File: src/rtl/ctls_pkg.sv
// Package: shared types, codes and helper functions of the token scanner.
`timescale 1ns / 1ps

package ctls_pkg;

    // Default sizing of the scanner
    localparam int OFFSET_BITS_DEF  = 16;
    localparam int PREFIX_BYTES_DEF = 6;

    // Record field widths
    localparam int KIND_W = 6;
    localparam int POS_W  = 16;
    localparam int BYTE_W = 8;
    localparam int RECS   = 3;

    localparam logic [POS_W-1:0] POS_MAX = 16'hFFFF;

    // Token kinds
    localparam logic [KIND_W-1:0] KIND_EOF     = 6'd0;
    localparam logic [KIND_W-1:0] KIND_IDENT   = 6'd1;
    localparam logic [KIND_W-1:0] KIND_INT     = 6'd2;
    localparam logic [KIND_W-1:0] KIND_FLOAT   = 6'd3;
    localparam logic [KIND_W-1:0] KIND_CHAR    = 6'd4;
    localparam logic [KIND_W-1:0] KIND_KW0     = 6'd5;
    localparam logic [KIND_W-1:0] KIND_ASSIGN  = 6'd16;
    localparam logic [KIND_W-1:0] KIND_EQ      = 6'd17;
    localparam logic [KIND_W-1:0] KIND_NOT     = 6'd18;
    localparam logic [KIND_W-1:0] KIND_NE      = 6'd19;
    localparam logic [KIND_W-1:0] KIND_LT      = 6'd20;
    localparam logic [KIND_W-1:0] KIND_LE      = 6'd21;
    localparam logic [KIND_W-1:0] KIND_GT      = 6'd22;
    localparam logic [KIND_W-1:0] KIND_GE      = 6'd23;
    localparam logic [KIND_W-1:0] KIND_LAND    = 6'd24;
    localparam logic [KIND_W-1:0] KIND_LOR     = 6'd25;
    localparam logic [KIND_W-1:0] KIND_PLUS    = 6'd26;
    localparam logic [KIND_W-1:0] KIND_MINUS   = 6'd27;
    localparam logic [KIND_W-1:0] KIND_STAR    = 6'd28;
    localparam logic [KIND_W-1:0] KIND_DIV     = 6'd29;
    localparam logic [KIND_W-1:0] KIND_SEMI    = 6'd30;
    localparam logic [KIND_W-1:0] KIND_LPAREN  = 6'd31;
    localparam logic [KIND_W-1:0] KIND_RPAREN  = 6'd32;
    localparam logic [KIND_W-1:0] KIND_LBRACE  = 6'd33;
    localparam logic [KIND_W-1:0] KIND_RBRACE  = 6'd34;
    localparam logic [KIND_W-1:0] KIND_UNKNOWN = 6'd35;

    // Character codes
    localparam logic [7:0] CH_NUL    = 8'h00;
    localparam logic [7:0] CH_TAB    = 8'h09;
    localparam logic [7:0] CH_LF     = 8'h0A;
    localparam logic [7:0] CH_CR     = 8'h0D;
    localparam logic [7:0] CH_SPACE  = 8'h20;
    localparam logic [7:0] CH_BANG   = 8'h21;
    localparam logic [7:0] CH_AMP    = 8'h26;
    localparam logic [7:0] CH_QUOTE  = 8'h27;
    localparam logic [7:0] CH_LPAREN = 8'h28;
    localparam logic [7:0] CH_RPAREN = 8'h29;
    localparam logic [7:0] CH_STAR   = 8'h2A;
    localparam logic [7:0] CH_PLUS   = 8'h2B;
    localparam logic [7:0] CH_MINUS  = 8'h2D;
    localparam logic [7:0] CH_DOT    = 8'h2E;
    localparam logic [7:0] CH_SLASH  = 8'h2F;
    localparam logic [7:0] CH_ZERO   = 8'h30;
    localparam logic [7:0] CH_NINE   = 8'h39;
    localparam logic [7:0] CH_SEMI   = 8'h3B;
    localparam logic [7:0] CH_LT     = 8'h3C;
    localparam logic [7:0] CH_EQ     = 8'h3D;
    localparam logic [7:0] CH_GT     = 8'h3E;
    localparam logic [7:0] CH_UP_A   = 8'h41;
    localparam logic [7:0] CH_UP_Z   = 8'h5A;
    localparam logic [7:0] CH_UNDER  = 8'h5F;
    localparam logic [7:0] CH_LO_A   = 8'h61;
    localparam logic [7:0] CH_LO_Z   = 8'h7A;
    localparam logic [7:0] CH_LBRACE = 8'h7B;
    localparam logic [7:0] CH_BAR    = 8'h7C;
    localparam logic [7:0] CH_RBRACE = 8'h7D;

    // Keywords, packed first byte lowest, with their lengths
    localparam int KW_COUNT = 11;
    localparam logic [63:0] KW_TEXT [KW_COUNT] = '{
        64'h0000_0000_0074_6E69,   // int
        64'h0000_0000_6C6F_6F62,   // bool
        64'h0000_0000_7261_6863,   // char
        64'h0000_0074_616F_6C66,   // float
        64'h0000_0000_6575_7274,   // true
        64'h0000_0065_736C_6166,   // false
        64'h0000_0000_0000_6669,   // if
        64'h0000_0000_6573_6C65,   // else
        64'h0000_0065_6C69_6877,   // while
        64'h0000_0000_0072_6F66,   // for
        64'h0000_6E72_7574_6572    // return
    };
    localparam logic [POS_W-1:0] KW_LEN [KW_COUNT] = '{
        16'd3, 16'd4, 16'd4, 16'd5, 16'd4, 16'd5, 16'd2, 16'd4, 16'd5, 16'd3, 16'd6
    };

    // Scanner modes
    typedef enum logic [3:0] {
        MODE_IDLE,
        MODE_IDENT,
        MODE_INT,
        MODE_FLOAT,
        MODE_SLASH,
        MODE_LINE,
        MODE_BLOCK,
        MODE_BSTAR,
        MODE_QOPEN,
        MODE_QBODY,
        MODE_OP
    } scan_mode_t;

    // One token record
    typedef struct packed {
        logic [KIND_W-1:0] kind;
        logic [POS_W-1:0]  start;
        logic [POS_W-1:0]  len;
        logic [BYTE_W-1:0] lit;
    } rec_t;

    // Records caused by one text word, oldest in slot 0
    typedef struct packed {
        rec_t [RECS-1:0] slot;
        logic [1:0]      count;
    } rec_group_t;

    function automatic logic is_alpha(input logic [7:0] c);
        return (c >= CH_LO_A && c <= CH_LO_Z) || (c >= CH_UP_A && c <= CH_UP_Z)
            || (c == CH_UNDER);
    endfunction

    function automatic logic is_digit(input logic [7:0] c);
        return c >= CH_ZERO && c <= CH_NINE;
    endfunction

    function automatic logic is_space(input logic [7:0] c);
        return (c == CH_SPACE) || (c >= CH_TAB && c <= CH_CR);
    endfunction

    function automatic logic is_op_start(input logic [7:0] c);
        return (c == CH_EQ) || (c == CH_BANG) || (c == CH_LT) || (c == CH_GT)
            || (c == CH_AMP) || (c == CH_BAR);
    endfunction

    // Kind of a byte that forms a whole token by itself from idle
    function automatic logic [KIND_W-1:0] idle_kind(input logic [7:0] c);
        logic [KIND_W-1:0] k;
        case (c)
            CH_PLUS:   k = KIND_PLUS;
            CH_MINUS:  k = KIND_MINUS;
            CH_STAR:   k = KIND_STAR;
            CH_SEMI:   k = KIND_SEMI;
            CH_LPAREN: k = KIND_LPAREN;
            CH_RPAREN: k = KIND_RPAREN;
            CH_LBRACE: k = KIND_LBRACE;
            CH_RBRACE: k = KIND_RBRACE;
            default:   k = KIND_UNKNOWN;
        endcase
        return k;
    endfunction

    // Kind of a held operator byte that did not pair up
    function automatic logic [KIND_W-1:0] single_op_kind(input logic [7:0] h);
        logic [KIND_W-1:0] k;
        case (h)
            CH_EQ:   k = KIND_ASSIGN;
            CH_BANG: k = KIND_NOT;
            CH_LT:   k = KIND_LT;
            CH_GT:   k = KIND_GT;
            default: k = KIND_UNKNOWN;
        endcase
        return k;
    endfunction

    // Identifier or keyword, from the captured prefix and the full length
    function automatic logic [KIND_W-1:0] word_kind(input logic [63:0] prefix,
                                                    input logic [POS_W-1:0] len);
        logic [KIND_W-1:0] k;
        k = KIND_IDENT;
        for (int i = KW_COUNT - 1; i >= 0; i--) begin
            if (len == KW_LEN[i] && prefix == KW_TEXT[i]) begin
                k = KIND_KW0 + KIND_W'(i);
            end
        end
        return k;
    endfunction

endpackage

File: src/rtl/ctls_in_if.sv
// Interface: text channel, one source byte per word.
`timescale 1ns / 1ps

interface ctls_in_if;
    logic       valid;
    logic       ready;
    logic [7:0] text_byte;
    logic       final_byte;

    modport source (output valid, output text_byte, output final_byte, input ready);
    modport sink   (input valid, input text_byte, input final_byte, output ready);
endinterface

File: src/rtl/ctls_out_if.sv
// Interface: token channel, one token record per word.
`timescale 1ns / 1ps

interface ctls_out_if;
    logic        valid;
    logic        ready;
    logic [5:0]  token_kind;
    logic [15:0] start_offset;
    logic [15:0] token_length;
    logic [7:0]  literal_byte;
    logic        run_end;

    modport source (output valid, output token_kind, output start_offset,
                    output token_length, output literal_byte, output run_end,
                    input ready);
    modport sink   (input valid, input token_kind, input start_offset,
                    input token_length, input literal_byte, input run_end,
                    output ready);
endinterface

File: src/rtl/ctls_scan_core.sv
// Scanner state and the per-byte token record logic.
`timescale 1ns / 1ps

module ctls_scan_core #(
    parameter int OFFSET_BITS  = ctls_pkg::OFFSET_BITS_DEF,
    parameter int PREFIX_BYTES = ctls_pkg::PREFIX_BYTES_DEF
) (
    input  logic                   clk,
    input  logic                   rst_n,
    input  logic                   fire,
    input  logic [7:0]             text_byte,
    input  logic                   final_byte,
    output ctls_pkg::rec_group_t   grp
);

    localparam int PREFIX_W = 8 * PREFIX_BYTES;
    localparam logic [OFFSET_BITS-1:0] OFF_MAX = {OFFSET_BITS{1'b1}};

    ctls_pkg::scan_mode_t           mode_reg, mode_next;
    logic [OFFSET_BITS-1:0]         offset_reg, offset_next;
    logic [OFFSET_BITS-1:0]         start_reg, start_next;
    logic [ctls_pkg::POS_W-1:0]     length_reg, length_next;
    logic [PREFIX_W-1:0]            prefix_reg, prefix_next;
    logic [7:0]                     held_reg, held_next;
    logic                           done_reg, done_next;

    function automatic logic [ctls_pkg::POS_W-1:0] clip_pos(input logic [OFFSET_BITS-1:0] v);
        logic [31:0] w;
        w = 32'(v);
        return (w > 32'h0000_FFFF) ? ctls_pkg::POS_MAX : w[15:0];
    endfunction

    function automatic ctls_pkg::rec_t mk_rec(input logic [ctls_pkg::KIND_W-1:0] kind,
                                              input logic [OFFSET_BITS-1:0] start,
                                              input logic [ctls_pkg::POS_W-1:0] len,
                                              input logic [7:0] lit);
        ctls_pkg::rec_t r;
        r.kind  = kind;
        r.start = clip_pos(start);
        r.len   = len;
        r.lit   = lit;
        return r;
    endfunction

    function automatic logic [ctls_pkg::POS_W-1:0] len_inc(input logic [ctls_pkg::POS_W-1:0] l);
        return (l != ctls_pkg::POS_MAX) ? l + 16'd1 : l;
    endfunction

    always_comb
    begin
        logic [7:0] c;
        logic       redo;
        logic       pair;
        logic [1:0] n;
        logic [ctls_pkg::KIND_W-1:0] pk;

        c           = text_byte;
        redo        = 1'b0;
        pair        = 1'b0;
        n           = 2'd0;
        pk          = ctls_pkg::KIND_UNKNOWN;
        mode_next   = mode_reg;
        offset_next = offset_reg;
        start_next  = start_reg;
        length_next = length_reg;
        prefix_next = prefix_reg;
        held_next   = held_reg;
        done_next   = done_reg;
        grp         = '0;

        if (fire && !done_reg) begin
            if (c != ctls_pkg::CH_NUL) begin
                // close or extend the open token
                case (mode_reg)
                    ctls_pkg::MODE_IDENT:
                    begin
                        if (ctls_pkg::is_alpha(c) || ctls_pkg::is_digit(c)) begin
                            for (int i = 0; i < PREFIX_BYTES; i++) begin
                                if (length_reg == 16'(i)) begin
                                    prefix_next[8*i +: 8] = c;
                                end
                            end
                            length_next = len_inc(length_reg);
                        end else begin
                            grp.slot[n] = mk_rec(ctls_pkg::word_kind(64'(prefix_reg), length_reg),
                                                 start_reg, length_reg, 8'd0);
                            n = n + 2'd1;
                            redo = 1'b1;
                        end
                    end
                    ctls_pkg::MODE_INT:
                    begin
                        if (ctls_pkg::is_digit(c)) begin
                            length_next = len_inc(length_reg);
                        end else if (c == ctls_pkg::CH_DOT) begin
                            length_next = len_inc(length_reg);
                            mode_next   = ctls_pkg::MODE_FLOAT;
                        end else begin
                            grp.slot[n] = mk_rec(ctls_pkg::KIND_INT, start_reg, length_reg, 8'd0);
                            n = n + 2'd1;
                            redo = 1'b1;
                        end
                    end
                    ctls_pkg::MODE_FLOAT:
                    begin
                        if (ctls_pkg::is_digit(c)) begin
                            length_next = len_inc(length_reg);
                        end else begin
                            grp.slot[n] = mk_rec(ctls_pkg::KIND_FLOAT, start_reg, length_reg,
                                                 8'd0);
                            n = n + 2'd1;
                            redo = 1'b1;
                        end
                    end
                    ctls_pkg::MODE_SLASH:
                    begin
                        if (c == ctls_pkg::CH_SLASH) begin
                            mode_next = ctls_pkg::MODE_LINE;
                        end else if (c == ctls_pkg::CH_STAR) begin
                            mode_next = ctls_pkg::MODE_BLOCK;
                        end else begin
                            grp.slot[n] = mk_rec(ctls_pkg::KIND_DIV, start_reg, 16'd1, 8'd0);
                            n = n + 2'd1;
                            redo = 1'b1;
                        end
                    end
                    ctls_pkg::MODE_LINE:
                    begin
                        if (c == ctls_pkg::CH_LF) begin
                            mode_next = ctls_pkg::MODE_IDLE;
                        end
                    end
                    ctls_pkg::MODE_BLOCK:
                    begin
                        if (c == ctls_pkg::CH_STAR) begin
                            mode_next = ctls_pkg::MODE_BSTAR;
                        end
                    end
                    ctls_pkg::MODE_BSTAR:
                    begin
                        if (c == ctls_pkg::CH_SLASH) begin
                            mode_next = ctls_pkg::MODE_IDLE;
                        end else if (c != ctls_pkg::CH_STAR) begin
                            mode_next = ctls_pkg::MODE_BLOCK;
                        end
                    end
                    ctls_pkg::MODE_QOPEN:
                    begin
                        held_next   = c;
                        length_next = len_inc(length_reg);
                        mode_next   = ctls_pkg::MODE_QBODY;
                    end
                    ctls_pkg::MODE_QBODY:
                    begin
                        // closing byte is taken as is
                        grp.slot[n] = mk_rec(ctls_pkg::KIND_CHAR, start_reg, 16'd3, held_reg);
                        n = n + 2'd1;
                        mode_next = ctls_pkg::MODE_IDLE;
                    end
                    ctls_pkg::MODE_OP:
                    begin
                        case (held_reg)
                            ctls_pkg::CH_EQ:   pk = ctls_pkg::KIND_EQ;
                            ctls_pkg::CH_BANG: pk = ctls_pkg::KIND_NE;
                            ctls_pkg::CH_LT:   pk = ctls_pkg::KIND_LE;
                            ctls_pkg::CH_GT:   pk = ctls_pkg::KIND_GE;
                            ctls_pkg::CH_AMP:  pk = ctls_pkg::KIND_LAND;
                            ctls_pkg::CH_BAR:  pk = ctls_pkg::KIND_LOR;
                            default:           pk = ctls_pkg::KIND_UNKNOWN;
                        endcase
                        pair = ((c == ctls_pkg::CH_EQ) && (held_reg == ctls_pkg::CH_EQ
                                 || held_reg == ctls_pkg::CH_BANG || held_reg == ctls_pkg::CH_LT
                                 || held_reg == ctls_pkg::CH_GT))
                            || (c == ctls_pkg::CH_AMP && held_reg == ctls_pkg::CH_AMP)
                            || (c == ctls_pkg::CH_BAR && held_reg == ctls_pkg::CH_BAR);
                        if (pair) begin
                            grp.slot[n] = mk_rec(pk, start_reg, 16'd2, 8'd0);
                            n = n + 2'd1;
                            mode_next = ctls_pkg::MODE_IDLE;
                        end else begin
                            grp.slot[n] = mk_rec(ctls_pkg::single_op_kind(held_reg), start_reg,
                                                 16'd1, 8'd0);
                            n = n + 2'd1;
                            redo = 1'b1;
                        end
                    end
                    default:
                    begin
                        redo = 1'b1;
                    end
                endcase

                // rescan the byte from idle
                if (redo) begin
                    mode_next = ctls_pkg::MODE_IDLE;
                    if (ctls_pkg::is_space(c)) begin
                        mode_next = ctls_pkg::MODE_IDLE;
                    end else if (ctls_pkg::is_alpha(c) || ctls_pkg::is_digit(c)
                                 || c == ctls_pkg::CH_QUOTE || c == ctls_pkg::CH_SLASH
                                 || ctls_pkg::is_op_start(c)) begin
                        start_next  = offset_reg;
                        length_next = 16'd1;
                        prefix_next = '0;
                        held_next   = 8'd0;
                        if (ctls_pkg::is_alpha(c)) begin
                            mode_next   = ctls_pkg::MODE_IDENT;
                            prefix_next = PREFIX_W'(c);
                        end else if (ctls_pkg::is_digit(c)) begin
                            mode_next = ctls_pkg::MODE_INT;
                        end else if (c == ctls_pkg::CH_QUOTE) begin
                            mode_next = ctls_pkg::MODE_QOPEN;
                        end else if (c == ctls_pkg::CH_SLASH) begin
                            mode_next = ctls_pkg::MODE_SLASH;
                        end else begin
                            mode_next = ctls_pkg::MODE_OP;
                            held_next = c;
                        end
                    end else begin
                        grp.slot[n] = mk_rec(ctls_pkg::idle_kind(c), offset_reg, 16'd1, 8'd0);
                        n = n + 2'd1;
                    end
                end

                if (offset_reg != OFF_MAX) begin
                    offset_next = offset_reg + OFFSET_BITS'(1);
                end
            end

            // end of text: flush the open token, then the end record
            if (c == ctls_pkg::CH_NUL || final_byte) begin
                case (mode_next)
                    ctls_pkg::MODE_IDENT:
                    begin
                        grp.slot[n] = mk_rec(ctls_pkg::word_kind(64'(prefix_next), length_next),
                                             start_next, length_next, 8'd0);
                        n = n + 2'd1;
                    end
                    ctls_pkg::MODE_INT:
                    begin
                        grp.slot[n] = mk_rec(ctls_pkg::KIND_INT, start_next, length_next, 8'd0);
                        n = n + 2'd1;
                    end
                    ctls_pkg::MODE_FLOAT:
                    begin
                        grp.slot[n] = mk_rec(ctls_pkg::KIND_FLOAT, start_next, length_next, 8'd0);
                        n = n + 2'd1;
                    end
                    ctls_pkg::MODE_SLASH:
                    begin
                        grp.slot[n] = mk_rec(ctls_pkg::KIND_DIV, start_next, 16'd1, 8'd0);
                        n = n + 2'd1;
                    end
                    ctls_pkg::MODE_QOPEN, ctls_pkg::MODE_QBODY:
                    begin
                        grp.slot[n] = mk_rec(ctls_pkg::KIND_UNKNOWN, start_next, length_next,
                                             8'd0);
                        n = n + 2'd1;
                    end
                    ctls_pkg::MODE_OP:
                    begin
                        grp.slot[n] = mk_rec(ctls_pkg::single_op_kind(held_next), start_next,
                                             16'd1, 8'd0);
                        n = n + 2'd1;
                    end
                    default:
                    begin
                        n = n;
                    end
                endcase
                mode_next = ctls_pkg::MODE_IDLE;
                grp.slot[n] = mk_rec(ctls_pkg::KIND_EOF, offset_next, 16'd0, 8'd0);
                n = n + 2'd1;
                done_next = 1'b1;
            end
        end
        grp.count = n;
    end

    always_ff @(posedge clk or negedge rst_n)
    begin
        if (!rst_n) begin
            mode_reg   <= ctls_pkg::MODE_IDLE;
            offset_reg <= '0;
            start_reg  <= '0;
            length_reg <= '0;
            prefix_reg <= '0;
            held_reg   <= '0;
            done_reg   <= 1'b0;
        end else begin
            mode_reg   <= mode_next;
            offset_reg <= offset_next;
            start_reg  <= start_next;
            length_reg <= length_next;
            prefix_reg <= prefix_next;
            held_reg   <= held_next;
            done_reg   <= done_next;
        end
    end

    // End of text is sticky until reset.
    a_done_sticky: assert property (@(posedge clk) disable iff (!rst_n)
        done_reg |=> done_reg)
        else $error("end-of-text flag cleared without reset");

    // A zero or last byte always closes the text and produces a record.
    a_end_closes: assert property (@(posedge clk) disable iff (!rst_n)
        (fire && !done_reg && (text_byte == ctls_pkg::CH_NUL || final_byte))
            |-> (grp.count != 2'd0) ##1 done_reg)
        else $error("end of text did not close the scan");

    // Nothing is produced once the text has ended.
    a_quiet_after_end: assert property (@(posedge clk) disable iff (!rst_n)
        done_reg |-> (grp.count == 2'd0 && mode_reg == ctls_pkg::MODE_IDLE))
        else $error("record produced after end of text");

endmodule

File: src/rtl/ctls_rec_buf.sv
// Result register: holds the records of one byte and hands them out in order.
`timescale 1ns / 1ps

module ctls_rec_buf (
    input  logic                  clk,
    input  logic                  rst_n,
    input  logic                  load,
    input  ctls_pkg::rec_group_t  grp,
    output logic                  free,
    ctls_out_if.source            tokens
);

    ctls_pkg::rec_group_t grp_reg, grp_next;
    logic [1:0]           count_reg, count_next;
    logic [1:0]           idx_reg, idx_next;
    logic                 last;
    logic                 take;
    ctls_pkg::rec_t       cur;

    assign last = (count_reg != 2'd0) && (idx_reg == count_reg - 2'd1);
    assign take = tokens.valid && tokens.ready;
    assign free = (count_reg == 2'd0) || (last && tokens.ready);
    assign cur  = grp_reg.slot[idx_reg];

    assign tokens.valid        = (count_reg != 2'd0);
    assign tokens.token_kind   = cur.kind;
    assign tokens.start_offset = cur.start;
    assign tokens.token_length = cur.len;
    assign tokens.literal_byte = cur.lit;
    assign tokens.run_end      = last;

    always_comb
    begin
        grp_next   = grp_reg;
        count_next = count_reg;
        idx_next   = idx_reg;
        if (load && grp.count != 2'd0) begin
            grp_next   = grp;
            count_next = grp.count;
            idx_next   = 2'd0;
        end else if (take) begin
            if (last) begin
                count_next = 2'd0;
                idx_next   = 2'd0;
            end else begin
                idx_next = idx_reg + 2'd1;
            end
        end
    end

    always_ff @(posedge clk or negedge rst_n)
    begin
        if (!rst_n) begin
            count_reg <= 2'd0;
            idx_reg   <= 2'd0;
        end else begin
            count_reg <= count_next;
            idx_reg   <= idx_next;
        end
    end

    always_ff @(posedge clk)
    begin
        grp_reg <= grp_next;
    end

    // The read index stays inside the loaded group.
    a_idx_in_range: assert property (@(posedge clk) disable iff (!rst_n)
        (count_reg != 2'd0) |-> (idx_reg < count_reg))
        else $error("record index beyond loaded group");

    // A load never lands on records still waiting.
    a_no_overwrite: assert property (@(posedge clk) disable iff (!rst_n)
        (load && grp.count != 2'd0) |-> free)
        else $error("records overwritten before delivery");

    // A stalled word advances nowhere.
    a_hold_on_stall: assert property (@(posedge clk) disable iff (!rst_n)
        (tokens.valid && !tokens.ready) |=> ($stable(idx_reg) && $stable(count_reg)))
        else $error("record index moved while stalled");

endmodule

File: src/rtl/c_like_token_scanner.sv
// Top level: streaming token scanner for a small C-like language.
`timescale 1ns / 1ps

// Usage
//   text   : one source byte per word (text_byte, final_byte). A zero byte or a
//            word with final_byte set ends the text.
//   tokens : one token record per word (kind, start offset, length, quoted
//            byte of a char literal, run_end on the last record of a byte).
// Each text word first lands in an input register; once the result register
// is free, the scan logic updates the scanner state and loads the records
// caused by that byte (zero to three) into the result register, from which
// the first record of the byte is offered.
// Throughput: one byte per cycle while each byte causes at most one record
// and tokens does not stall; a byte that causes more records holds the path
// until the single record port of the result register has handed them out.
// When tokens stalls, the result register holds its record, the input
// register keeps one more byte, and then text ready drops.
// After the end of the text, further bytes are taken and dropped until reset.
// Reset clears the scanner to idle at offset zero and empties both registers.
module c_like_token_scanner #(
    parameter int OFFSET_BITS  = ctls_pkg::OFFSET_BITS_DEF,
    parameter int PREFIX_BYTES = ctls_pkg::PREFIX_BYTES_DEF
) (
    input  logic        clk,
    input  logic        rst_n,
    ctls_in_if.sink     text,
    ctls_out_if.source  tokens
);

    // input register
    logic       in_valid_reg, in_valid_next;
    logic [7:0] byte_reg, byte_next;
    logic       final_reg, final_next;

    logic                 buf_free;
    logic                 fire;
    ctls_pkg::rec_group_t grp;

    // Advance the held byte whenever the result register can take its records.
    assign fire       = in_valid_reg && buf_free;
    assign text.ready = !in_valid_reg || fire;

    always_comb
    begin
        in_valid_next = in_valid_reg;
        byte_next     = byte_reg;
        final_next    = final_reg;
        if (text.valid && text.ready) begin
            in_valid_next = 1'b1;
            byte_next     = text.text_byte;
            final_next    = text.final_byte;
        end else if (fire) begin
            in_valid_next = 1'b0;
        end
    end

    always_ff @(posedge clk or negedge rst_n)
    begin
        if (!rst_n) begin
            in_valid_reg <= 1'b0;
        end else begin
            in_valid_reg <= in_valid_next;
        end
    end

    always_ff @(posedge clk)
    begin
        byte_reg  <= byte_next;
        final_reg <= final_next;
    end

    ctls_scan_core #(
        .OFFSET_BITS  (OFFSET_BITS),
        .PREFIX_BYTES (PREFIX_BYTES)
    ) u_core (
        .clk        (clk),
        .rst_n      (rst_n),
        .fire       (fire),
        .text_byte  (byte_reg),
        .final_byte (final_reg),
        .grp        (grp)
    );

    ctls_rec_buf u_buf (
        .clk    (clk),
        .rst_n  (rst_n),
        .load   (fire),
        .grp    (grp),
        .free   (buf_free),
        .tokens (tokens)
    );

    // A held byte with room downstream moves on in the same cycle.
    a_fire_drains: assert property (@(posedge clk) disable iff (!rst_n)
        (fire && !(text.valid && text.ready)) |=> !in_valid_reg)
        else $error("held byte not released after advance");

endmodule
File: src/flat_wrapper.sv
// flat-port wrapper written by rule: the top's interface ports become plain ports
module c_like_token_scanner_flat 
#(
    parameter int OFFSET_BITS  = ctls_pkg::OFFSET_BITS_DEF,
    parameter int PREFIX_BYTES = ctls_pkg::PREFIX_BYTES_DEF
)
  (clk, rst_n, text_valid, text_text_byte, text_final_byte, text_ready, tokens_valid, tokens_token_kind, tokens_start_offset, tokens_token_length, tokens_literal_byte, tokens_run_end, tokens_ready);
  ctls_in_if text_i ();
  ctls_out_if tokens_i ();
  input  logic clk;
  input  logic rst_n;
  input wire logic [$bits(text_i.valid)-1:0] text_valid;
  input wire logic [$bits(text_i.text_byte)-1:0] text_text_byte;
  input wire logic [$bits(text_i.final_byte)-1:0] text_final_byte;
  output wire logic [$bits(text_i.ready)-1:0] text_ready;
  output wire logic [$bits(tokens_i.valid)-1:0] tokens_valid;
  output wire logic [$bits(tokens_i.token_kind)-1:0] tokens_token_kind;
  output wire logic [$bits(tokens_i.start_offset)-1:0] tokens_start_offset;
  output wire logic [$bits(tokens_i.token_length)-1:0] tokens_token_length;
  output wire logic [$bits(tokens_i.literal_byte)-1:0] tokens_literal_byte;
  output wire logic [$bits(tokens_i.run_end)-1:0] tokens_run_end;
  input wire logic [$bits(tokens_i.ready)-1:0] tokens_ready;
  assign text_i.valid = text_valid;
  assign text_i.text_byte = text_text_byte;
  assign text_i.final_byte = text_final_byte;
  assign text_ready = text_i.ready;
  assign tokens_valid = tokens_i.valid;
  assign tokens_token_kind = tokens_i.token_kind;
  assign tokens_start_offset = tokens_i.start_offset;
  assign tokens_token_length = tokens_i.token_length;
  assign tokens_literal_byte = tokens_i.literal_byte;
  assign tokens_run_end = tokens_i.run_end;
  assign tokens_i.ready = tokens_ready;
  c_like_token_scanner #(.OFFSET_BITS(OFFSET_BITS), .PREFIX_BYTES(PREFIX_BYTES)) u_core (.clk(clk), .rst_n(rst_n), .text(text_i), .tokens(tokens_i));
endmodule
File: config.mk
export PLATFORM = sky130hd
export DESIGN_NAME = c_like_token_scanner_flat
export DESIGN_NICKNAME = d
export VERILOG_FILES = /design/src/rtl/ctls_pkg.sv /design/src/rtl/ctls_in_if.sv /design/src/rtl/ctls_out_if.sv /design/src/rtl/ctls_scan_core.sv /design/src/rtl/ctls_rec_buf.sv /design/src/rtl/c_like_token_scanner.sv /design/src/flat_wrapper.sv
export SDC_FILE = /design/constraint.sdc
export NUM_CORES = 1
export LEC_CHECK = 0
export BUFFER_PORTS_ARGS = -buffer_cell sky130_fd_sc_hd__buf_4
export CORE_ASPECT_RATIO = 0.6
export CORE_MARGIN = 4
export CORE_UTILIZATION = 35
export CTS_BUF_LIST = sky130_fd_sc_hd__clkbuf_4 sky130_fd_sc_hd__clkbuf_8 sky130_fd_sc_hd__clkbuf_16
export CTS_CLUSTER_SIZE = 30
export DETAILED_ROUTE_END_ITERATION = 7
export PLACE_DENSITY = 0.55
export SYNTH_ARGS = -nofsm -noshare
export SYNTH_HDL_FRONTEND = slang
export SYNTH_SLANG_ARGS = --single-unit
File: constraint.sdc
create_clock -name clk -period 9.1 [get_ports clk]
set_input_delay 1.82 -clock clk [delete_from_list [all_inputs] [get_ports clk]]
set_output_delay 1.82 -clock clk [all_outputs]
set_load 0.01 [all_outputs]
======== Word-level counts from Yosys, hierarchy flattened ========
Index checks and enable logic that the tools add are counted.
W data, S select, Z words.
operators by class
  mux-type cells .......................... 172
  reduce and logical (&&, ||, !) cells .... 76
  $add $sub $neg .......................... 7
  equal/unequal tests ..................... 84
  $lt $le $gt $ge ......................... 15
operators by type and width
  kind                    number
  $bwmux W138             8
  $mux W138               8
  $pmux W138 S6           1
  $eq A48 B31 Y1 const B  8
  $mux W46                8
  $mux W48                7
  $eq A48 B39 Y1 const B  6
  $mux W16                18
  $demux W46 S2           3
  $pmux W46 S6            1
  $eq A48 B23 Y1 const B  4
  $eq A8 B6 Y1 const B    24
  $mux W6                 31
  $mux W8                 17
  $mux W42                3
  $eq A16 B3 Y1 const B   6
  $eq A48 B15 Y1 const B  2
  $eq A48 B47 Y1 const B  2
  $bmux W46 S2            1
  $mux W45                2
  $mux W4                 21
  $eq A16 B2 Y1 const B   4
  $pmux W16 S4            1
  $pmux W6 S4             2
  other kinds (40)        166
storage, ports and cells
  logic and storage cells ................. 378
  bits of input ports ..................... 13
  output and inout bits ................... 49
  register bits after elaboration ......... 261

======== Depth between registers and ports, before layout ========
  depth after elaboration ................. 36
  depth in mapped cells ................... 23

======== Cells and area by module ========
From an unflattened synthesis, not the netlist that was laid out.
second synthesis, totals
  cells, all modules ...................... 2177
  area, all modules ....................... 18471.5 um^2
modules (own cells, without submodules)
  module                cells each  seq. area each (um^2)  area an instance (um^2)  instances
  ctls_scan_core        1839        2727.6                 12764.7                  1
  ctls_rec_buf          324         4244.1                 5376.4                   1
  c_like_token_scanner  14          295.3                  330.3                    1

======== Worst setup path after synthesis ========
No wires, ideal clock.
  kind .................................... register to register
  start ................................... reg u_core.byte_reg[4]
  end ..................................... reg u_core.u_buf.grp_reg[102] (netlist bit), enable pin
  buffers on the path ..................... 5
  library setup time ...................... 1079 ps
  slack ................................... 1894 ps
  data arrival time ....................... 6126 ps
  cell stages (with the launch flop) ...... 21
  cell sequence ........................... edfxtp_1 buf_6 or4b_4 buf_6 nor4_4 nand2b_1 buf_4 nand2_1 or3_1 clkbuf_1 clkbuf_1 ha_1 mux2i_1 nor2_1 ha_1 o21a_1 ha_1 nand2_1 o21ai_0 nand2_1 nand2_1
between the ends
  word-level cells in the longest chain between the ends .. 24
RTL lines
  what                                                 line                                         text
  start, declared                                      c_like_token_scanner.sv:32                   logic [7:0] byte_reg, byte_next;
  start signal, assigned                               c_like_token_scanner.sv:68                   byte_reg <= byte_next;
  $ge A8 B7 Y1 / $le A8 B7 Y1 (equally long branches)  ctls_pkg.sv:126                              return (c >= CH_LO_A && c <= CH_LO_Z) || (c >= CH_UP_A && c <= CH_UP_Z)
  $logic_and A1 B1 Y1                                  ctls_pkg.sv:126
  $logic_or A1 B1 Y1                                   ctls_pkg.sv:126
  $logic_or A1 B1 Y1                                   ctls_pkg.sv:127                              || (c == CH_UNDER);
  $logic_or A1 B1 Y1                                   ctls_scan_core.sv:77, ctls_scan_core.sv:198
  $mux W1                                              ctls_scan_core.sv:77                         if (ctls_pkg::is_alpha(c) || ctls_pkg::is_digit(c)) begin
  $pmux W1 S5                                          ctls_scan_core.sv:74                         case (mode_reg)
  $mux W2                                              ctls_scan_core.sv:72                         if (c != ctls_pkg::CH_NUL) begin
  [... 8 more ...]                                     --
  $mux W2                                              --
  $mux W2                                              ctls_scan_core.sv:230                        if (c == ctls_pkg::CH_NUL || final_byte) begin
  $mux W2                                              ctls_scan_core.sv:71                         if (fire && !done_reg) begin
  $add A2 B1 Y2                                        ctls_scan_core.sv:272                        n = n + 2'd1;
  $mux W2 *                                            ctls_scan_core.sv:230
  $mux W2 *                                            ctls_scan_core.sv:71
  $reduce_bool A2 Y1 *                                 ctls_rec_buf.sv:37                           if (load && grp.count != 2'd0) begin
  $logic_and A1 B1 Y1 *                                ctls_rec_buf.sv:37
  end signal, assigned                                 ctls_rec_buf.sv:64                           grp_reg <= grp_next;
  end, declared                                        ctls_rec_buf.sv:13                           ctls_pkg::rec_group_t grp_reg, grp_next;
Mark *: on every way between the ends. The rest lies on a longest branch, timed or not. The select of a mux whose other input is x is not followed.
A chain may end at the register's enable or synchronous reset.

======== Final worst setup path ========
  start ................................... reg u_core.byte_reg[3]
  end ..................................... reg u_core.u_buf.grp_reg[3] (netlist bit), enable pin
Same word-level chain as after synthesis.

==> reports/qor.txt <==
Status: finished, final reports clean
Final setup viols: 0
Critical Path End Type: register
Int Pwr: 3.32 mW
Clock tree from TritonCTS: yes
Initial DRC Count: 2660
Net switching power figure: 3.79 mW
Starting Density: 35.7%
Share of the synthesized area in the top cell type: 22.2%
CP dominant cell by count: nand2_1
Switching share of power: 53.3%
Ant. Diodes: 0
Routed Antenna Nets: 0
Dpl ws: 2.64 ns
Post-layout min period: 6.56 ns
Clk Latency, worst-skew pair: 0.57 ns
DRC errors left: 0
VDD IR max: 0.000437 V
Total negative slack: 0 ns
Post-Route WL: 74.7 mm
Worst Reg-to-Reg Cells: 18
Ports: 62
First-pass GRT wire length: 111 mm
Worst Setup Start Kind: register
Async set-or-reset flop fraction in the synthesized netlist: 46.5%
Syn Inst Count: 2070
Hold_buf cts: 0
Port-buffer cells: 61
# clock sinks: 245
WHS Endpoint: u_core.u_core.prefix_reg[14]$_DFFE_PN0P_
Share of layout cells above drive strength 1: 11.7%
Core footprint: 49700 sq um
Drt pass-1 iters: 6
Distinct cells, synth: 100
Die H: 182 um
DP HPWL: 54.6 mm
WP data required: 9.33 ns
Post_cts resized: 0
Top_reg_cell synth: edfxtp_1
Min-delay worst type: register to register
RD Place Congestion: 1.01
Post-synthesis instance area: 17700 sq um
GRT Util Overall: 26.7%
Clk buf depth: 3
Fin area: 19600 sq um
Crit Path Class: register to register
Synth Register Bits: 245
Final WS setup: 2.54 ns
DR vias/cell: 6.44
Hold depth: 1
Global route total overflow: 0
Synth Area per Inst: 8.57 sq um
Largest delay share family, worst path: compound AO/OA/AOI/OAI gates
CTS Buf Count: 26
WP data arrival: 6.79 ns
Slew @ Worst Pin: 1.29 ns
Leakage power: 7.09 nW
R2R Path Start: u_core.byte_reg[3]$_DFFE_PP_
Final Hold Fails: 0
Initial antenna violation count: 1
Largest register FFs: 122
Comb power frac: 61.6%
Leading area contributor after synthesis: edfxtp_1
Max Slew Vio Count: 0
Total die area: 54500 sq um
Largest net degree at the start of global routing: 75
DR vias: 17600
Die Wd: 299 um
Reg-to-Reg End: u_core.u_buf.grp_reg[3]$_SDFFCE_PN0P_
Max_cap viols: 0
Critical-path maximum fanout: 62
Post-Place Cell Area: 18800 sq um
Buf+Inv Stages, Crit Path: 3
Synth area leaders: edfxtp_1, dfrtp_1, nand2_1
Worst reg-to-reg setup slack: 2.54 ns
Period utilisation layout: 72.1%
CP cell instances: buf_4 > nand3_1 > o21ai_0 > o21ai_2 > or2_1 > inv_2 > a21oi_4 > a221oi_2 > nand2_1 > o221ai_2 > nand2_1 > o21a_1 > ha_1 > nand2_1 > o21ai_0 > nand2_1 > nand2_4 > buf_12
Flop pwr share: 23.2%
Clk pwr share: 15.2%
WL/cell: 27.3 um
Fillers: 5035
Seq/Total Area, Yosys: 38.3%
Clock Pin Slew Worst Setup and Hold Paths: 0.06 ns
EDFF count, synth: 131
Layout area overhead: 10.6%
H-tree depth: 1
Root buffer cell: clkbuf_16
Vias in the first global route: 16300
RSZ-0062 raised after global routing: no
Skew final: 0.0198 ns
Min-Delay Startpoint: u_core.u_core.prefix_reg[14]$_DFFE_PN0P_
Hold Slack: 0.516 ns
Layout net count: 2062
CP max stage cell: a221oi_2
Setup Buffers After CTS: 0
Slowest stage delay, CP: 0.84 ns
Relative slew margins: 13.2%
F_max: 152 MHz
Placement Rows: 63
Synth Warn #: 0
Mapped Nets: 2096
P per Cell Area: 363 nW/um^2
-- stage by stage --
| stage | cells | util, % | power (mW) |
|---|---|---|---|
| floorplan | 2070 | - | 4.33 |
| global placement | 2690 | 37.8 | 5.87 |
| detailed placement | 2690 | 37.8 | 5.89 |
| CTS | 2738 | 39.5 | 7.00 |
| global route | 2738 | 39.5 | 7.51 |
| finish | 2738 | 39.5 | 7.11 |
-- routing by layer --
metal	up-vias	part of all wire (%)	wire [um]	track usage, %
met2	1110	37	27500	33.8
met3	96	13	9950	8.78
met5	-	0.036	27	0
met1	8672	48	36100	43.2
li1	7754	-	-	-
met4	4	1.6	1200	3.99
-- final cells by class --
type	instances	area (sq um)	share of cell area, %
Multi-Input combinational cell	1638	10300	52.3
Sequential cell	245	6790	34.6
Tap cell	682	853	4.35
Timing Repair Buffer	102	778	3.97
Clock buffer	35	748	3.81
Clock inverter	13	96.3	0.491
Inverter	23	86.3	0.440
-- Yosys cell counts, drive strengths merged, types with 10 or more instances --
library cell	count
a21oi	91
a22o	38
nor4	39
a221oi	13
o21a	11
and3	29
nor2b	17
xnor2	22
or2	10
dfrtp	114
inv	23
or3	18
clkbuf	119
nor2	184
a221o	17
mux2	30
edfxtp	131
buf	45
o211ai	11
nor3	53
a211oi	16
and4	12
nor4b	12
nand2	276
o21ai	183
nor3b	15
nand2b	21
ha	13
o31ai	15
o22ai	27
a22oi	18
a31oi	23
nand4b	12
nand4	40
and2	41
nand3	83
mux2i	76
or4	20
-- cells in the final DEF, fill, tap and decap left out, drive strengths merged, types with 15 or more instances in the layout --
cell type and count:
a211oi 16, a21oi 91, a221o 17, a22o 38, a22oi 18, a31oi 23, and2 41, and3 29
buf 102, clkbuf 35, dfrtp 114, edfxtp 131, inv 23, mux2 30, mux2i 76, nand2 276
nand2b 21, nand3 83, nand4 40, nor2 184, nor2b 17, nor3 53, nor3b 15, nor4 39
o21ai 183, o22ai 27, o31ai 15, or3 18, or4 20, xnor2 22
-- power by group through the flow --
stage | clock [mW] | combinational, mW | sequential [mW]
global route | 1.15 | 4.68 | 1.68
CTS | 1.10 | 4.26 | 1.64
floorplan | 0 | 2.78 | 1.55
detailed placement | 0 | 4.23 | 1.66
global placement | 0 | 4.21 | 1.66
finish | 1.08 | 4.38 | 1.65
-- worst register-to-register path: cells and delay by family, from the launching register on --
family	cells	cell delay, ns
compound gates	7	2.35
fa+ha+maj	1	0.29
buf+inv	3	0.94
flops	1	0.69
simple gates	7	1.86
-- kinds of logic after synthesis --
| family | synth area share (%) |
|---|---|
| and+or+nand+nor | 27.1 |
| AOI/OAI and AO/OA | 21.6 |
| DFF | 38.3 |
| buffers and inverters | 4.30 |
| muxes | 6.19 |
| xor gates and xnor gates | 1.53 |
| adders and majority gates | 0.974 |
-- worst max-delay path by stage --
stage	startpoint	to	slack (ns)	cells past startpoint
finish	u_core.byte_reg[3]$_DFFE_PP_	u_core.u_buf.grp_reg[3]$_SDFFCE_PN0P_	2.54	18
global route	u_core.byte_reg[3]$_DFFE_PP_	u_core.u_buf.grp_reg[9]$_SDFFCE_PN0P_	1.97	18
CTS	u_core.byte_reg[6]$_DFFE_PP_	u_core.u_buf.grp_reg[28]$_SDFFCE_PN0P_	2.61	18
detailed placement	u_core.byte_reg[6]$_DFFE_PP_	u_core.u_buf.grp_reg[32]$_SDFFCE_PN0P_	2.64	18
global placement	u_core.byte_reg[6]$_DFFE_PP_	u_core.u_buf.grp_reg[77]$_SDFFCE_PN0P_	2.73	18
floorplan	u_core.byte_reg[4]$_DFFE_PP_	u_core.u_buf.grp_reg[102]$_SDFFCE_PP0P_	1.89	20
(Power assumes the default switching activity.)
